### src/hdl/elfi_pkg.sv
package elfi_pkg;

  localparam int unsigned TableDepthDef = 256;
  localparam int unsigned GateBitsDef   = 24;

  localparam int unsigned CfgW    = 24;
  localparam int unsigned CfgIdxW = 3;

  localparam logic [23:0] OnePhase    = 24'h01_0000;
  localparam logic [24:0] FreezePhase = 25'h0FE_0000;
  localparam logic [24:0] WrapPhase   = 25'h100_0000;

  typedef enum logic [1:0] {
    CMD_TICK     = 2'd0,
    CMD_NOTE_ON  = 2'd1,
    CMD_TABLE_WR = 2'd2
  } cmd_e;

  typedef enum logic [CfgIdxW-1:0] {
    CFG_STAGE_LEVELS = 3'd0,
    CFG_STEP_ATTACK  = 3'd1,
    CFG_STEP_DECAY   = 3'd2,
    CFG_STEP_SUSTAIN = 3'd3,
    CFG_STEP_RELEASE = 3'd4,
    CFG_LFO_STEP     = 3'd5,
    CFG_FILTER_SETUP = 3'd6,
    CFG_LFO_ONE_SHOT = 3'd7
  } cfg_idx_e;

  typedef enum logic [1:0] {
    STG_ATTACK  = 2'd0,
    STG_DECAY   = 2'd1,
    STG_SUSTAIN = 2'd2,
    STG_RELEASE = 2'd3
  } stage_e;

  // table write request, index still in the raw 8-bit item form
  typedef struct packed {
    logic              en;
    logic [7:0]        idx;
    logic signed [7:0] val;
  } tbl_wr_t;

  function automatic logic [7:0] level_of(logic [23:0] levels, stage_e s);
    logic [7:0] lvl;
    case (s)
      STG_ATTACK:  lvl = levels[7:0];
      STG_DECAY:   lvl = levels[15:8];
      STG_SUSTAIN: lvl = levels[23:16];
      default:     lvl = 8'd0;
    endcase
    return lvl;
  endfunction

endpackage

### src/hdl/envelope_lfo_filter_index.sv
// channel   dir  handshake                     payload
// cfg       in   cfg_we_i (no backpressure)    cfg_idx_i, cfg_data_i
// s_axis    in   s_axis_tvalid/s_axis_tready   tdata: gate, index, value; tuser: cmd
// m_axis    out  m_axis_tvalid/m_axis_tready   tdata: level, bank, mod, stage, finished
//
// One item per clock sustained while the output is not stalled; items pass through the input
// register and then the result register. The whole tick update and the filter index fit between those two registers.
// The LFO table entry for the current phase is prefetched into the read register of the
// table RAM. Reset clears the pipeline valids, state and config; no clear pass.
// A stalled output holds its item while one more item waits in the input register.
module envelope_lfo_filter_index #(
  parameter int unsigned TABLE_DEPTH = elfi_pkg::TableDepthDef,
  parameter int unsigned GATE_BITS   = elfi_pkg::GateBitsDef
) (
  input  logic                           clk_i,
  input  logic                           rst_ni,
  input  logic                           cfg_we_i,
  input  logic [elfi_pkg::CfgIdxW-1:0]   cfg_idx_i,
  input  logic [elfi_pkg::CfgW-1:0]      cfg_data_i,
  input  logic                           s_axis_tvalid,
  output logic                           s_axis_tready,
  // gate_length[23:0], table_index[31:24], table_value[39:32]
  input  logic [39:0]                    s_axis_tdata,
  // cmd[1:0]
  input  logic [1:0]                     s_axis_tuser,
  output logic                           m_axis_tvalid,
  input  logic                           m_axis_tready,
  // envelope_level[7:0], filter_bank[13:8], lfo_mod[21:14], stage[23:22],
  // finished[24], zero[31:25]
  output logic [31:0]                    m_axis_tdata
);
  import elfi_pkg::*;

  localparam int unsigned AddrW = $clog2(TABLE_DEPTH);

  // configuration
  logic [23:0]       levels_q;
  logic [23:0]       step_q [4];
  logic [23:0]       lfo_step_q;
  logic [23:0]       filt_q;
  logic              one_shot_q;

  always_ff @(posedge clk_i or negedge rst_ni) begin
    if (!rst_ni) begin
      levels_q   <= '0;
      step_q     <= '{default: '0};
      lfo_step_q <= '0;
      filt_q     <= '0;
      one_shot_q <= 1'b0;
    end else if (cfg_we_i) begin
      case (cfg_idx_e'(cfg_idx_i))
        CFG_STAGE_LEVELS: levels_q   <= cfg_data_i;
        CFG_STEP_ATTACK:  step_q[0]  <= cfg_data_i;
        CFG_STEP_DECAY:   step_q[1]  <= cfg_data_i;
        CFG_STEP_SUSTAIN: step_q[2]  <= cfg_data_i;
        CFG_STEP_RELEASE: step_q[3]  <= cfg_data_i;
        CFG_LFO_STEP:     lfo_step_q <= cfg_data_i;
        CFG_FILTER_SETUP: filt_q     <= cfg_data_i;
        CFG_LFO_ONE_SHOT: one_shot_q <= cfg_data_i[0];
        default: ;
      endcase
    end
  end

  // input register
  logic              in_vld_q;
  logic [1:0]        in_cmd_q;
  logic [23:0]       in_gate_q;
  logic [7:0]        in_tidx_q;
  logic signed [7:0] in_tval_q;
  logic              out_vld_q;
  logic [31:0]       out_data_q;
  logic              fire;

  assign fire          = in_vld_q && (!out_vld_q || m_axis_tready);
  assign s_axis_tready = !in_vld_q || fire;

  always_ff @(posedge clk_i or negedge rst_ni) begin
    if (!rst_ni) begin
      in_vld_q <= 1'b0;
    end else if (s_axis_tready) begin
      in_vld_q <= s_axis_tvalid;
    end
  end

  always_ff @(posedge clk_i) begin
    if (s_axis_tvalid && s_axis_tready) begin
      in_cmd_q  <= s_axis_tuser;
      in_gate_q <= s_axis_tdata[23:0];
      in_tidx_q <= s_axis_tdata[31:24];
      in_tval_q <= $signed(s_axis_tdata[39:32]);
    end
  end

  // voice state
  logic [23:0]          env_q, env_d;
  stage_e               stage_q, stage_d;
  logic [GATE_BITS-1:0] gate_q, gate_d;
  logic [23:0]          phase_q, phase_d;
  logic                 frozen_q, frozen_d;
  logic signed [7:0]    held_q, held_d;

  // table RAM
  tbl_wr_t           tbl_wr;
  logic [AddrW+7:0]  rd_wide;
  logic [AddrW-1:0]  rd_addr;
  logic signed [7:0] tbl_rd;
  logic signed [7:0] tbl_frz;

  assign rd_wide = {AddrW'(0), phase_d[23:16]};
  assign rd_addr = rd_wide[AddrW-1:0];

  elfi_mod_table #(
    .TABLE_DEPTH(TABLE_DEPTH)
  ) u_mod_table (
    .clk_i      (clk_i),
    .wr_i       (tbl_wr),
    .rd_addr_i  (rd_addr),
    .rd_data_o  (tbl_rd),
    .frz_data_o (tbl_frz)
  );

  // tick datapath
  stage_e               stg_t;
  logic [23:0]          tgt;
  logic [23:0]          spd;
  logic [23:0]          env_gap;
  logic                 lfo_run;
  logic [24:0]          ph_sum;
  logic [GATE_BITS+23:0] gate_wide;

  assign stg_t   = (gate_q == '0 && stage_q != STG_RELEASE) ? STG_RELEASE : stage_q;
  assign tgt     = {level_of(levels_q, stg_t), 16'h0000};
  assign spd     = step_q[stg_t];
  assign env_gap = (env_q > tgt) ? env_q - tgt : tgt - env_q;
  assign lfo_run = (lfo_step_q != '0) && !frozen_q;
  assign ph_sum  = {1'b0, phase_q} + {1'b0, lfo_step_q};
  assign gate_wide = {GATE_BITS'(0), in_gate_q};

  always_comb begin
    env_d    = env_q;
    stage_d  = stage_q;
    gate_d   = gate_q;
    phase_d  = phase_q;
    frozen_d = frozen_q;
    held_d   = held_q;
    tbl_wr   = '0;
    if (fire) begin
      case (cmd_e'(in_cmd_q))
        CMD_TICK: begin
          stage_d = stg_t;
          if (env_gap <= spd) begin
            env_d = tgt;
            if (stg_t == STG_ATTACK) begin
              stage_d = STG_DECAY;
            end else if (stg_t == STG_DECAY) begin
              stage_d = STG_SUSTAIN;
            end
          end else if (env_q < tgt) begin
            env_d = env_q + spd;
          end else begin
            env_d = env_q - spd;
          end
          if (lfo_run) begin
            held_d  = tbl_rd;
            phase_d = ph_sum[23:0];
            if (one_shot_q && ph_sum >= FreezePhase) begin
              phase_d  = FreezePhase[23:0];
              frozen_d = 1'b1;
              held_d   = tbl_frz;
            end
            // in loop mode the sum wraps past 256.0 by dropping bit 24
          end
          if (gate_q != '0) begin
            gate_d = gate_q - GATE_BITS'(1);
          end
        end
        CMD_NOTE_ON: begin
          gate_d   = gate_wide[GATE_BITS-1:0];
          env_d    = '0;
          stage_d  = STG_ATTACK;
          phase_d  = '0;
          frozen_d = 1'b0;
          held_d   = '0;
        end
        CMD_TABLE_WR: begin
          tbl_wr.en  = ({3'b000, in_tidx_q} < 11'(TABLE_DEPTH));
          tbl_wr.idx = in_tidx_q;
          tbl_wr.val = in_tval_q;
        end
        default: ;
      endcase
    end
  end

  always_ff @(posedge clk_i or negedge rst_ni) begin
    if (!rst_ni) begin
      env_q    <= '0;
      stage_q  <= STG_ATTACK;
      gate_q   <= '0;
      phase_q  <= '0;
      frozen_q <= 1'b0;
      held_q   <= '0;
    end else begin
      env_q    <= env_d;
      stage_q  <= stage_d;
      gate_q   <= gate_d;
      phase_q  <= phase_d;
      frozen_q <= frozen_d;
      held_q   <= held_d;
    end
  end

  // result from the state after the item
  logic [7:0]         lvl;
  logic [15:0]        env_prod;
  logic signed [16:0] mod_prod;
  logic signed [8:0]  mod_floor;
  logic signed [9:0]  mod_term;
  logic signed [9:0]  filt_raw;
  logic [7:0]         filt_clamp;
  logic               fin;

  assign lvl       = env_d[23:16];
  assign env_prod  = lvl * filt_q[15:8];
  assign mod_prod  = held_d * $signed({1'b0, filt_q[23:16]});
  assign mod_floor = mod_prod[16:8];
  // divide by 256 rounds toward zero: bump negative values with a remainder
  assign mod_term  = 10'(mod_floor) +
                     ((mod_prod[16] && mod_prod[7:0] != 8'h00) ? 10'sd1 : 10'sd0);
  assign filt_raw  = 10'sd255 - $signed({2'b00, filt_q[7:0]})
                     - $signed({2'b00, env_prod[15:8]}) + mod_term;

  always_comb begin
    if (filt_raw < 10'sd0) begin
      filt_clamp = 8'd0;
    end else if (filt_raw > 10'sd255) begin
      filt_clamp = 8'd255;
    end else begin
      filt_clamp = filt_raw[7:0];
    end
  end

  assign fin = (env_d <= OnePhase) &&
               (stage_d == STG_RELEASE || level_of(levels_q, stage_d) == 8'd0);

  // result register
  always_ff @(posedge clk_i or negedge rst_ni) begin
    if (!rst_ni) begin
      out_vld_q <= 1'b0;
    end else if (fire) begin
      out_vld_q <= 1'b1;
    end else if (m_axis_tready) begin
      out_vld_q <= 1'b0;
    end
  end

  always_ff @(posedge clk_i) begin
    if (fire) begin
      out_data_q <= {7'd0, fin, stage_d, held_d, filt_clamp[7:2], lvl};
    end
  end

  assign m_axis_tvalid = out_vld_q;
  assign m_axis_tdata  = out_data_q;

endmodule

### src/hdl/elfi_mod_table.sv
module elfi_mod_table #(
  parameter int unsigned TABLE_DEPTH = elfi_pkg::TableDepthDef
) (
  input  logic                     clk_i,
  input  elfi_pkg::tbl_wr_t        wr_i,
  input  logic [$clog2(TABLE_DEPTH)-1:0] rd_addr_i,
  output logic signed [7:0]        rd_data_o,
  output logic signed [7:0]        frz_data_o
);
  import elfi_pkg::*;

  localparam int unsigned AddrW  = $clog2(TABLE_DEPTH);
  localparam int unsigned FrzIdx = 254 % TABLE_DEPTH;

  logic signed [7:0] mem [TABLE_DEPTH];
  logic [AddrW+7:0]  wr_wide;
  logic [AddrW-1:0]  wr_addr;
  logic signed [7:0] rd_q;
  logic signed [7:0] frz_q;

  assign wr_wide = {AddrW'(0), wr_i.idx};
  assign wr_addr = wr_wide[AddrW-1:0];

  always_ff @(posedge clk_i) begin
    if (wr_i.en) begin
      mem[wr_addr] <= wr_i.val;
    end
  end

  // write-first: the prefetch for the next item must see a write to the same entry
  always_ff @(posedge clk_i) begin
    if (wr_i.en && wr_addr == rd_addr_i) begin
      rd_q <= wr_i.val;
    end else begin
      rd_q <= mem[rd_addr_i];
    end
  end

  // shadow copy of the freeze entry, used in the same cycle as the phase entry
  always_ff @(posedge clk_i) begin
    if (wr_i.en && wr_addr == AddrW'(FrzIdx)) begin
      frz_q <= wr_i.val;
    end
  end

  assign rd_data_o  = rd_q;
  assign frz_data_o = frz_q;

endmodule

### config.mk
export PLATFORM = sky130hd
export DESIGN_NAME = envelope_lfo_filter_index
export DESIGN_NICKNAME = d
export VERILOG_FILES = /design/src/hdl/elfi_pkg.sv /design/src/hdl/envelope_lfo_filter_index.sv /design/src/hdl/elfi_mod_table.sv
export SDC_FILE = /design/constraint.sdc
export NUM_CORES = 2
export LEC_CHECK = 0
export BUFFER_PORTS_ARGS = -buffer_cell sky130_fd_sc_hd__buf_4
export CAP_MARGIN = 5
export CORE_MARGIN = 1
export CORE_UTILIZATION = 55
export DETAILED_ROUTE_END_ITERATION = 6
export PLACE_DENSITY_LB_ADDON = 0.2
export SYNTH_ARGS = -nofsm -noshare
export SYNTH_HDL_FRONTEND = slang
export SYNTH_SLANG_ARGS = --single-unit
### constraint.sdc
create_clock -name clk_i -period 20.9 [get_ports clk_i]
set_clock_uncertainty 0.15 [all_clocks]
set_input_delay 2.09 -clock clk_i [delete_from_list [all_inputs] [get_ports clk_i]]
set_output_delay 2.09 -clock clk_i [all_outputs]
set_load 0.02 [all_outputs]
# Yosys cells after proc, flatten, opt, wreduce, memory -nomap -nowiden
# Memory sizes are Yosys's and may differ from the RTL's. A register that Yosys moved wholly into a read port is not among the register bits.
# Cells that the tools add are included.
# word_totals
regBits,329
out_inout_bits,34
rom_bits,0
inputBits,74
mem_count,1
ram_bits,2048
latch_bits,0
# classes
shift,0
muxes,37
add_sub_neg,10
eq_ne,19
magnitude_cmp,8
n_reduce_logical,36
bitwise,1
n_mul,2
n_div,0
# mem_list
memory,depth,width,rd,rd_ports_with_merged_regs,wr,line,rtl
u_mod_table.mem,256,8,1,1,1,elfi_mod_table.sv:15,logic signed [7:0] mem [TABLE_DEPTH];
# op_table
op,n
$mux W24,10
$pmux W24 S2,3
$sub A24 B24 Y24,3
$bmux W24 S2,1
$pmux W8 S3,2
$reduce_bool A24 Y1,2
$mux W17,2
$mux W8,4
$add A24 B24 Y25,1
$ge A25 B24 Y1 const B,1
$add A24 B24 Y24,1
$gt A24 B24 Y1,1
$le A24 B17 Y1 const B,1
$le A24 B24 Y1,1
$logic_not A24 Y1,1
$lt A24 B24 Y1,1
$sub A24 B1 Y24 const B,1
$mul A8 B9 Y17,1
$mul A8 B8 Y16,1
$pmux W8 S2,1
$reduce_and A2 Y1,8
$eq A3 B3 Y1 const B,4
$add A10 B10 Y10,1
$add A9 B2 Y10,1
other kinds (26),60

# Longest topological paths before layout
# logic_depth
word_depth,17
depth_mapped,59
ltp_nobuf,56

# By module
# A second synthesis with hierarchy kept.
# unflattened
cells_unflattened,5972
hier_area_um2,102006.6
# modules_own_cells
mod,area_each_um2,cells_each,seq_area_each_um2,instances
elfi_mod_table,79427.4,3789,61659.1,1
envelope_lfo_filter_index,22579.2,2183,8368.0,1

# Worst setup path after synthesis
# Ideal clock, no wire load.
# synth_path
path_type,register to register
start,reg gate_q[0]
end,reg out_data_q[10] (netlist: m_axis_tdata[10]) (data pin)
setup_time_ns,0.254
period_less_slack_ns,12.289
path_buffers,3
path_slack_ns,8.611
t_arrival_ns,11.884
t_required_ns,20.496
path_stages_with_launch,57
cell_sequence,dfrtp_1 inv_1 ha_1 or4b_1 nor4_2 and2_1 buf_2 nor2_1 ha_1 inv_1 fa_1 a21oi_1 o21bai_1 a21o_1 a21oi_1 o21a_1 clkbuf_1 nor2_1 [21 not listed] ha_1 a21oi_1 nor2b_1 nor2_1 a21bo_2 a21oi_1 xor2_1 fa_1 ha_1 nor2b_1 o21ai_0 nand2b_1 a21o_1 a21o_1 a21o_1 a21oi_1 xnor2_1 o21a_1
# synth_via
elab_chain_len,17
elab_cells_between_ends,29
classes_between,6 x add/sub; 1 x mul; 5 x order compare; 2 x eq/ne; 11 x mux; 1 x bitwise; 3 x reduce/logical
# synth_rtl
item,line,rtl
from (decl),envelope_lfo_filter_index.sv:98,"logic [GATE_BITS-1:0] gate_q, gate_d;"
from (signal assigned),envelope_lfo_filter_index.sv:207,gate_q <= gate_d;
$logic_not A24 Y1 *,envelope_lfo_filter_index.sv:132,assign stg_t = (gate_q == '0 && stage_q != STG_RELEASE) ? STG_RELEASE : stage_q;
$logic_and A1 B1 Y1 *,envelope_lfo_filter_index.sv:132,
$mux W2 *,envelope_lfo_filter_index.sv:132,
branches (longest 6 deep; another with $sub A24 B24 Y24),-,
$mux W24 *,envelope_lfo_filter_index.sv:152,if (env_gap <= spd) begin
$pmux W24 S2 *,envelope_lfo_filter_index.sv:149,case (cmd_e'(in_cmd_q))
$mux W24 *,envelope_lfo_filter_index.sv:148,if (fire) begin
$mul A8 B8 Y16 *,envelope_lfo_filter_index.sv:225,assign env_prod = lvl * filt_q[15:8];
$sub A9 B9 Y10 *,envelope_lfo_filter_index.sv:232,"- $signed({2'b00, env_prod[15:8]}) + mod_term;"
$add A10 B10 Y10 *,envelope_lfo_filter_index.sv:232,
$gt A10 B9 Y1,envelope_lfo_filter_index.sv:237,end else if (filt_raw > 10'sd255) begin
$mux W8,envelope_lfo_filter_index.sv:237,
to (signal assigned),envelope_lfo_filter_index.sv:260,"out_data_q <= {7'd0, fin, stage_d, held_d, filt_clamp[7:2], lvl};"
to (decl),envelope_lfo_filter_index.sv:72,logic [31:0] out_data_q;
# Mark *: on every way between the ends. The select of a mux whose other input is x is not followed.
# A chain may end at the register's enable or synchronous reset.

# Worst setup path in the final report
# layout_path
start,reg gate_q[0]
end,reg out_data_q[12] (netlist: m_axis_tdata[12]) (data pin)
# layout_via
elab_chain_len,17
elab_cells_between_ends,29
classes_between,6 x add/sub; 1 x mul; 5 x order compare; 2 x eq/ne; 11 x mux; 1 x bitwise; 3 x reduce/logical
# layout_rtl
item,line,rtl
$logic_not A24 Y1 *,envelope_lfo_filter_index.sv:132,
$logic_and A1 B1 Y1 *,envelope_lfo_filter_index.sv:132,
$mux W2 *,envelope_lfo_filter_index.sv:132,
branches (longest 6 deep; another with $sub A24 B24 Y24),-,
$mux W24 *,envelope_lfo_filter_index.sv:152,
$pmux W24 S2 *,envelope_lfo_filter_index.sv:149,
$mux W24 *,envelope_lfo_filter_index.sv:148,
via env_d[18],envelope_lfo_filter_index.sv:96,"logic [23:0] env_q, env_d;"
$mul A8 B8 Y16 *,envelope_lfo_filter_index.sv:225,
$sub A9 B9 Y10 *,envelope_lfo_filter_index.sv:232,
$add A10 B10 Y10 *,envelope_lfo_filter_index.sv:232,
$gt A10 B9 Y1,envelope_lfo_filter_index.sv:237,
$mux W8,envelope_lfo_filter_index.sv:237,
# Mark *: on every way through the listed nets, which the timed path passes. The select of a mux whose other input is x is not followed.

==> flow_results.xml <==
<?xml version="1.0" encoding="UTF-8"?>
<metrics>
  <group name="status">
    <metric name="outcome" unit="">finished with violations</metric>
    <metric name="violations" unit="">DRC</metric>
  </group>
  <group name="hold_path">
    <metric name="worst_hold_path_type" unit="">reg2reg</metric>
    <metric name="hold_critical_path_endpoint" unit="">gate_q[0]</metric>
    <metric name="hold_path_startpoint" unit="">in_gate_q[0]</metric>
    <metric name="hold_path_depth" unit="">2</metric>
  </group>
  <group name="clock_tree">
    <metric name="post_cts_resized" unit="">0</metric>
    <metric name="max-clock-path-buffers" unit="">3</metric>
    <metric name="htree_num_levels" unit="">4</metric>
    <metric name="clockRootBuffer" unit="">clkbuf_16</metric>
    <metric name="clock-sinks" unit="">2377</metric>
    <metric name="post-cts-setup-buffers" unit="">0</metric>
    <metric name="clock_latency" unit="ps">860</metric>
    <metric name="tritoncts" unit="">built</metric>
    <metric name="clkTransAtPathRegs" unit="ps">60</metric>
    <metric name="cts_made_buffers" unit="">226</metric>
    <metric name="holdBufCountCts" unit="">0</metric>
  </group>
  <group name="timing">
    <metric name="tightest_slew" unit="ps">1244</metric>
    <metric name="final_hold_viol_count" unit="">0</metric>
    <metric name="setup_viol" unit="">0</metric>
    <metric name="finalCriticalPeriod" unit="ps">14130</metric>
    <metric name="final-max-slew-violation-count" unit="">0</metric>
    <metric name="max_clock_freq" unit="MHz">70.77</metric>
    <metric name="fin_crit_sh" unit="%">67.61</metric>
    <metric name="grt_setup_unrepaired" unit="">false</metric>
    <metric name="setup_slack" unit="ps">6770</metric>
    <metric name="fin_tns_setup" unit="ps">0</metric>
    <metric name="slew-limit-headroom" unit="%">15.78</metric>
  </group>
  <group name="place">
    <metric name="placed_cells" unit="">7979</metric>
    <metric name="gp_congestion" unit="">0.8673</metric>
    <metric name="portBuffers" unit="">100</metric>
    <metric name="post-dp-hpwl" unit="mm">152.7</metric>
    <metric name="post-place-ws" unit="ps">6890</metric>
  </group>
  <group name="synth">
    <metric name="synth.cell_area" unit="mm^2">0.1020</metric>
    <metric name="synthDominantCellAreaShare" unit="%">62.25</metric>
    <metric name="postSynth.asyncResetShare" unit="%">10.69</metric>
    <metric name="synth.ff_latch_count" unit="">2377</metric>
    <metric name="synth-edff-count" unit="">2115</metric>
    <metric name="synth_flop_cell" unit="">edfxtp_1</metric>
    <metric name="synth-seq-area-share" unit="%">68.64</metric>
    <metric name="post_synth.cell_area_avg" unit="um^2">18.27</metric>
    <metric name="post_synth_inst_count" unit="">5585</metric>
    <metric name="synth_top_cell_by_area" unit="">edfxtp_1</metric>
    <metric name="synth_warnings" unit="">0</metric>
    <metric name="post_synth_num_cell_types" unit="">89</metric>
    <metric name="synth_area_leaders" unit="">edfxtp_1 62%, mux4_2 14%, dfrtp_1 6.2%</metric>
  </group>
  <group name="critical_path">
    <metric name="setup.worst_path.class" unit="">reg2reg</metric>
    <metric name="regToRegEndpoint" unit="">m_axis_tdata[12]</metric>
    <metric name="setup.worst_path.end_class" unit="">register</metric>
    <metric name="setup.worst_path.start_class" unit="">register</metric>
    <metric name="worstPathRequired" unit="ps">21330</metric>
    <metric name="timing.critical_path.buf_inv" unit="">5</metric>
    <metric name="regToRegSetupSlack" unit="ps">6770</metric>
    <metric name="cp_common_cell" unit="">ha_1</metric>
    <metric name="critPathMaxStageDelay" unit="ps">700</metric>
    <metric name="cp_max_stage_cell" unit="">o21ai_1</metric>
    <metric name="path_max_fanout" unit="">13</metric>
    <metric name="reg2regPathDepth" unit="">53</metric>
    <metric name="crit_arrival" unit="ps">14560</metric>
    <metric name="timing.critical_path.max_delay_family" unit="">simple AND/OR/NAND/NOR gates</metric>
    <metric name="reg2reg_from" unit="">gate_q[0]</metric>
  </group>
  <group name="floorplanning">
    <metric name="die_span_y" unit="um">432.7</metric>
    <metric name="dieArea" unit="mm^2">0.1872</metric>
    <metric name="io-pin-count" unit="">108</metric>
    <metric name="coreArea" unit="mm^2">0.1837</metric>
    <metric name="initial_utilization" unit="%">55.55</metric>
    <metric name="dieWidth" unit="um">432.7</metric>
    <metric name="row_count" unit="">157</metric>
  </group>
  <group name="job">
    <metric name="drv_cap" unit="">0</metric>
  </group>
  <group name="detailed_routing">
    <metric name="num_vias" unit="">53620</metric>
    <metric name="detail-route-antenna-nets" unit="">0</metric>
    <metric name="wl" unit="mm">242.9</metric>
    <metric name="route.detailed.wl_per_inst" unit="um">28.91</metric>
    <metric name="detail_route.vias_per_cell" unit="">6.382</metric>
    <metric name="remaining_drc_errors" unit="">10</metric>
    <metric name="first_pass_iters" unit="">7</metric>
    <metric name="dr.first_iter.drc_count" unit="">6591</metric>
  </group>
  <group name="layout">
    <metric name="layout-drive-gt1-share" unit="%">23.24</metric>
    <metric name="area_delta_synth_final" unit="%">10.78</metric>
    <metric name="fillCellCount" unit="">12940</metric>
    <metric name="final-instance-count-excl-fill" unit="">8402</metric>
    <metric name="layout.nets" unit="">6074</metric>
    <metric name="fin_util" unit="%">61.54</metric>
  </group>
  <group name="global_routing">
    <metric name="number_of_antenna_violations_at_the_first_check_in_global_routing" unit="">2</metric>
    <metric name="grt_start_max_net_pins" unit="">205</metric>
    <metric name="grt_remaining_overflow" unit="">0</metric>
    <metric name="grt_pass1_vias" unit="">53330</metric>
    <metric name="grt_use_total" unit="%">26.38</metric>
    <metric name="grt_pass1_wl" unit="mm">361.6</metric>
  </group>
  <group name="power">
    <metric name="cellLeakagePower" unit="uW">0.03488</metric>
    <metric name="power.density_cell_area" unit="mW/mm^2">133.1</metric>
    <metric name="vdd_drop_max" unit="mV">0.3459</metric>
  </group>
</metrics>
## Yosys cell counts, drive strengths merged (66+ instances only)
library cell	number
and2	66
nor2	403
nand2	199
mux4	642
ha	173
o21ai	120
fa	84
buf	99
clkbuf	177
mux2	176
a21oi	119
mux2i	74
inv	157
edfxtp	2115
dfrtp	254
## layer usage
layer	routed length (um)	track usage (%)	vias to the layer above
li1	-	-	22630
met4	7111	7.830	2
met2	116000	41.03	2258
met1	101100	39.10	28370
met5	20	0	-
met3	18620	3.949	367
## final cells by class
type	instances	area [um^2]	share of cell area, %
Sequential cell	2377	70050	61.98
Multi-Input combinational cell	2780	30320	26.83
Clock inverter	141	1450	1.283
Antenna cell	1	2.502	0.002214
Clock buffer	281	5957	5.271
Timing Repair Buffer	200	1572	1.390
Inverter	158	593.1	0.5247
Tap cell	2464	3083	2.728
## per-stage QoR
stage               hold WS [ps]  total power (uW)  area (um^2)
global route               355.9             15830       113000
global placement           306.7             10990       105600
floorplan                  291.0              9575       102000
detailed placement         319.0             11050       105600
CTS                        330.6             15130       113000
finish                     326.5             15040       113000
## worst max-delay path by stage
stage / slack [ps] / end / cells after the start / from
floorplan: 8610 / m_axis_tdata[10] / 56 / gate_q[0]
global placement: 7070 / m_axis_tdata[8] / 53 / gate_q[0]
detailed placement: 6890 / m_axis_tdata[12] / 53 / gate_q[0]
CTS: 6810 / m_axis_tdata[12] / 53 / gate_q[0]
global route: 5830 / m_axis_tdata[8] / 49 / gate_q[0]
finish: 6770 / m_axis_tdata[12] / 53 / gate_q[0]
## power breakdown
part	internal, uW	leakage [uW]	switching [uW]
logic	2390	0.0112	3030
registers	5340	0.0201	195
clock network	2310	0.00357	1780
total	10000	0.0349	5000
## worst min-delay path: cells and delay by family, from the launching register on
kind | cells | cell delay [ps]
flops | 1 | 320
simple gates | 2 | 120
## cell usage in the layout, fill, tap and decap left out, drive strengths merged, types with 21 or more instances in the layout
cell type,n
and2,66
dfrtp,254
a21o,55
fa,84
xor2,47
inv,161
mux4,642
nor2,403
buf,200
clkbuf,281
nand3,44
nor3,32
o21a,21
nand2b,42
nand2,199
mux2,176
a211oi,21
xnor2,48
bufinv,23
a22o,22
a21oi,119
ha,173
nor4,29
o21ai,120
nor2b,52
edfxtp,2115
a22oi,36
nand4,27
clkinv,106
mux2i,74
## registers in the layout, indices dropped and copies added (netlist names), 8 cells and up, named ones only
signal           cells
gate_q              24
in_tval_q            8
env_q               24
in_tidx_q            8
levels_q            24
filt_q              24
in_gate_q           24
u_mod_table.mem   2048
held_q               8
m_axis_tdata        25
step_q              96
phase_q             24
lfo_step_q          24
## cell families (layout without fill, tap and decap cells)
family | after synthesis | after routing | synth area share [%]
simple gates | 972 | 972 | 4.501
fa+ha+maj | 257 | 257 | 3.770
flops | 2377 | 2377 | 68.64
mux | 892 | 892 | 16.85
other cells | 1 | 8 | 0.003676
buf+inv | 434 | 780 | 1.732
compound gates | 557 | 557 | 3.693
xor+xnor | 95 | 95 | 0.8155
Power figures use the tool's default switching activity.
